$ cat src/design/rps_pkg.sv
// ----------------------------------------------------------------------------
// Roulette pair selection package
// Beat types, field widths and opcodes shared by the selection chain and its
// cells.
// ----------------------------------------------------------------------------
package rps_pkg;

  // Field widths of the beats and of the population count.
  localparam int FIT_W    = 32;
  localparam int SPIN_W   = 16;
  localparam int SLOT_W   = 6;
  localparam int PARENT_W = 6;
  localparam int CNT_W    = 7;

  // Two spins make one breeding pair.
  localparam int PAIR = 2;

  // Reset value of the population count register.
  localparam logic [CNT_W-1:0] CNT_RESET = 7'd64;

  // Opcodes.
  localparam logic OP_LOAD = 1'b0;
  localparam logic OP_DRAW = 1'b1;

  typedef struct packed {
    logic              opcode;
    logic [SLOT_W-1:0] slot_index;
    logic [FIT_W-1:0]  fitness_value;
    logic [SPIN_W-1:0] first_fraction;
    logic [SPIN_W-1:0] second_fraction;
  } in_beat_t;

  typedef struct packed {
    logic [PARENT_W-1:0] first_parent;
    logic [PARENT_W-1:0] second_parent;
    logic                pair_kept;
  } out_beat_t;

  // Control part of the token that walks along the cell chain.
  typedef struct packed {
    logic            valid;
    logic            is_load;
    logic [PAIR-1:0] found;
  } rps_ctl_t;

endpackage

$ cat src/design/rps_cell.sv
// ----------------------------------------------------------------------------
// Roulette selection cell
// Holds one fitness slot, adds it to the running sum of a draw token or of a
// load token for it, and marks spins whose threshold the sum crosses here.
// ----------------------------------------------------------------------------
module rps_cell #(
  parameter int TOTAL_W  = 38,
  parameter int IDX_W    = 6,
  parameter int TGT_W    = 54,
  parameter int CELL_IDX = 0
) (
  input  logic                                     clk_i,
  input  logic                                     rst_ni,
  input  logic                                     in_use_i,
  input  logic [IDX_W-1:0]                         ld_slot_i,
  input  logic [rps_pkg::FIT_W-1:0]                ld_val_i,
  input  logic [rps_pkg::PAIR-1:0][TGT_W-1:0]      tgt_i,
  input  rps_pkg::rps_ctl_t                        ctl_i,
  input  logic [TOTAL_W-1:0]                       cum_i,
  input  logic [rps_pkg::PAIR-1:0][IDX_W-1:0]      pick_i,
  output rps_pkg::rps_ctl_t                        ctl_o,
  output logic [TOTAL_W-1:0]                       cum_o,
  output logic [rps_pkg::PAIR-1:0][IDX_W-1:0]      pick_o
);
  import rps_pkg::*;

  logic [FIT_W-1:0]             fit_q, fit_d;
  rps_ctl_t                     ctl_q, ctl_d;
  logic [TOTAL_W-1:0]           cum_q, cum_d;
  logic [PAIR-1:0][IDX_W-1:0]   pick_q, pick_d;
  logic                         match;
  logic [FIT_W-1:0]             add_val;
  logic [TGT_W-1:0]             scaled;
  logic [PAIR-1:0]              hit;

  assign match = (ld_slot_i == IDX_W'(CELL_IDX));

  // A load token only gathers the old value of the slot it rewrites.
  assign add_val = (ctl_i.is_load && !match) ? '0 : fit_q;
  assign cum_d   = cum_i + TOTAL_W'(add_val);
  assign scaled  = {cum_d, {SPIN_W{1'b0}}};

  always_comb begin
    fit_d = fit_q;
    if (ctl_i.valid && ctl_i.is_load && match) begin
      fit_d = ld_val_i;
    end
    ctl_d.valid   = ctl_i.valid;
    ctl_d.is_load = ctl_i.is_load;
    for (int s = 0; s < PAIR; s++) begin
      hit[s]       = ctl_i.valid && !ctl_i.is_load && in_use_i && (scaled > tgt_i[s]);
      ctl_d.found[s] = ctl_i.found[s] | hit[s];
      pick_d[s]    = (!ctl_i.found[s] && hit[s]) ? IDX_W'(CELL_IDX) : pick_i[s];
    end
  end

  always_ff @(posedge clk_i or negedge rst_ni) begin
    if (!rst_ni) begin
      fit_q <= '0;
      ctl_q <= '0;
    end else begin
      fit_q <= fit_d;
      ctl_q <= ctl_d;
    end
  end

  always_ff @(posedge clk_i) begin
    cum_q  <= cum_d;
    pick_q <= pick_d;
  end

  assign ctl_o  = ctl_q;
  assign cum_o  = cum_q;
  assign pick_o = pick_q;

  // A load token never marks a spin as found.
  a_load_no_found: assert property (@(posedge clk_i) disable iff (!rst_ni)
    (ctl_q.valid && ctl_q.is_load) |-> (ctl_q.found == '0))
    else $error("load token carries a found flag");

  // Once a spin has found its slot the flag stays set down the chain.
  a_found_sticky: assert property (@(posedge clk_i) disable iff (!rst_ni)
    ctl_i.valid |=> ((ctl_q.found & $past(ctl_i.found)) == $past(ctl_i.found)))
    else $error("found flag dropped in cell");

endmodule

$ cat config.mk
export PLATFORM = sky130hd
export DESIGN_NAME = rps_cell
export DESIGN_NICKNAME = d
export VERILOG_FILES = /design/src/design/rps_pkg.sv /design/src/design/rps_cell.sv
export SDC_FILE = /design/constraint.sdc
export NUM_CORES = 1
export LEC_CHECK = 0
export ABC_AREA = 1
export BUFFER_PORTS_ARGS = -buffer_cell sky130_fd_sc_hd__buf_2
export CORE_MARGIN = 2
export CORE_UTILIZATION = 30
export CTS_CLUSTER_SIZE = 8
export DETAILED_ROUTE_END_ITERATION = 8
export HOLD_SLACK_MARGIN = 0.1
export PLACE_DENSITY_LB_ADDON = 0.05
export SYNTH_ARGS = -nofsm -noshare
export SYNTH_HDL_FRONTEND = slang
export SYNTH_SLANG_ARGS = --single-unit
$ cat constraint.sdc
create_clock -name clk_i -period 4.2 [get_ports clk_i]
set_input_delay 0.63 -clock clk_i [delete_from_list [all_inputs] [get_ports clk_i]]
set_output_delay 0.63 -clock clk_i [all_outputs]
set_load 0.005 [all_outputs]
==> results.md <==
- Outcome: finished, final reports clean
- Setup WS pre-CTS: -698 ps
- Final Hold Fails: 0
- Unique cell type count in the Yosys netlist: 36
- Power per cell area: 234 nW/um^2
- Row count: 57
- Initial Util: 30.7%
- Leak: 6.61 nW
- Slew margin rel.: 44.3%
- Critical path type: input port to flop
- HPWL after DPL: 21200 um
- Internal: 0.00191 W
- Gpl congestion: 0.882
- CTS Sinks: 86
- Layout cells sized above 1: 47.1%
- Switch Pwr: 0.00104 W
- GRT Overall Usage: 18.8%
- Via density: 4.34
- Number of global-route vias before repair: 7819
- Initial antenna violation count: 0
- Peak VDD IR: 142 uV
- Net Sw Frac: 35.2%
- Area growth syn-to-layout: 68.1%
- Slew Limit Fails: 0
- Hold-fix buffers at CTS: 0
- Vias: 8238
- Critical path's slowest cell: fa_2
- Crit-path max FO: 6
- Syn_nets: 1459
- #FFs+latches synth: 86
- Root buf cell: clkbuf_16
- CP dominant cell by count: nor2_2
- Clock-pin slew on the worst setup and hold paths: 80 ps
- Final Core Density: 51.6%
- Seq pwr share: 31.3%
- Min cycle time layout: 4030 ps
- Slew of the pin with the lowest slew margin: 836 ps
- Tcrit/Tclk final: 96.0%
- Post-Syn Area per Cell: 6.52 sq um
- Max-cap viol count: 0
- Dpl cells: 1854
- Fmax: 248 MHz
- I/O pins: 257
- Die height: 162 um
- Hold crit path type: input port to asynchronous set/reset pin
- Mapped cell area: 7480 sq um
- Clk_skew: 15.5 ps
- Slowest Stage Delay on Critical Path: 400 ps
- Residual DRC: 0
- Fin nets: 1879
- CTS H-tree lvls: 3
- Fin cells: 1896
- Inserted Clock Buffers: 9
- GRT overflow: 0
- Worst r2r path cells: 23
- Clock Latency Late Sink: 360 ps
- Fillers: 2527
- Area after DPL: 10100 sq um
- Combinational share of power: 40.6%
- Endpoints failing setup: 0
- Initial DRC count: 269
- First-pass GRT wire length: 38900 um
- Leading cell type in the layout, fill and taps excluded: buf_2
- Post-Layout Inst Area: 12600 sq um
- WP buf/inv: 8
- RSZ-0062 raised after global routing: yes
- Clock power frac: 28.1%
- I/O Buffers: 256
- Area of the die: 26200 sq um
- Critical path depth in cells: 28
- Core ar.: 24400 sq um
- Crit path DAT: 4350 ps
- Drt first pass iters: 5
- Most frequent cells in the layout: buf_2 (254), inv_1 (244), nand2_1 (221)
- Final wirelength: 25900 um
- # diodes: 0
- CTS tree: built
- Crit end category: flop
- Setup WS post-layout: 167 ps
- Synthesized instance count: 1147
- Sequential area share after synthesis: 25.4%
- Die X: 162 um
- CP Launch Type: input port
- Synth warn: 0
- Wire per inst: 13.7 um
- Post-DRT Antenna Nets: 0
- Largest net degree at the start of global routing: 65
- Clk buf depth: 2
- Req. time, crit path: 4510 ps
- Crit-path leading delay family: simple AND/OR/NAND/NOR gates
-- metal layers --
metal / wire [um] / vias up / global-route usage, % / part of all wire, %
met5: 0 / - / 0 / 0
met4: 345 / 0 / 4.87 / 1.3
met3: 1210 / 19 / 2.86 / 4.6
met2: 11600 / 169 / 29.2 / 45
met1: 12700 / 3615 / 27.0 / 49
li1: - / 4435 / - / -
-- area by class of cell --
type / instances / area, sq um / share of cell area (%)
inverters: 253 / 957 / 7.61
clock buffers: 10 / 250 / 1.99
clock inverters: 6 / 47.5 / 0.378
multi-input cells: 799 / 6360 / 50.6
flip-flops and latches: 86 / 1900 / 15.1
repair buffers: 418 / 2650 / 21.1
well taps: 324 / 405 / 3.22
-- final timing paths --
path                              start        end  slack (ps)
max                        ld_slot_i[3]  pick_o[2]         170
min                              rst_ni  fit_q[27]         360
max reg2reg                    fit_q[0]  pick_o[2]         780
min reg2reg                    fit_q[0]   fit_q[0]         490
max in group asynchronous        rst_ni   fit_q[9]        3300
min in group clk_i             ctl_i[3]   ctl_o[3]         440
-- per-stage QoR --
stage | total power [W] | hold WS, ps | TNS [ps]
after floorplan | 0.00141 | 334 | 0
after global placement | 0.00186 | 468 | -9080
after detailed placement | 0.00186 | 470 | -8570
after CTS | 0.00272 | 388 | -3.85
after global routing | 0.00316 | 422 | -882
final | 0.00294 | 357 | 0
-- cell usage after synthesis (all sizes together) --
cell,n,area share (%)
a21boi,3,0.30
a21o,3,0.30
a21oi,73,4.9
a31oi,2,0.17
and2,1,0.084
buf,9,1.1
dfrtp,36,12
dfxtp,50,13
fa,1,0.27
ha,108,18
inv,253,13
nand2,294,15
nand3,52,3.9
nand4,15,1.3
nor2,135,7.0
nor3,7,0.47
nor3b,2,0.33
nor4,5,0.42
o211ai,2,0.33
o21a,5,0.50
o21ai,65,4.6
o21bai,2,0.20
o22ai,1,0.084
or2,3,0.25
xnor2,4,0.47
xor2,16,1.9
-- logic make-up after synthesis --
family,count (synthesis),synth area share [%]
simple gates,514,28.6
buf+inv,262,13.8
compound gates,156,11.5
fa+ha+maj,109,18.3
flops,86,25.4
xor+xnor,20,2.34
-- registers in the layout (all words and copies together) (netlist names) --
signal	cells
cum_o	38
fit_q	32
pick_o	12
ctl_o	4
-- timing repair --
item                                    in CTS  in global routing
buffers inserted                             4                 19
endpoints found under the setup margin      14                 14
gates resized for setup                     28                397
pin swaps                                    9                112
endpoints found under the hold margin        0                  0
gates cloned                                 0                  4
-- power by group through the flow --
stage | registers (W) | clock network, W | logic, W
finish | 0.000922 | 0.000826 | 0.00119
detailed placement | 0.000940 | 0 | 0.000921
global placement | 0.000939 | 0 | 0.000921
floorplan | 0.000945 | 0 | 0.000462
global route | 0.000930 | 0.000890 | 0.00134
CTS | 0.000922 | 0.000856 | 0.000940
(Power assumes the default switching activity.)
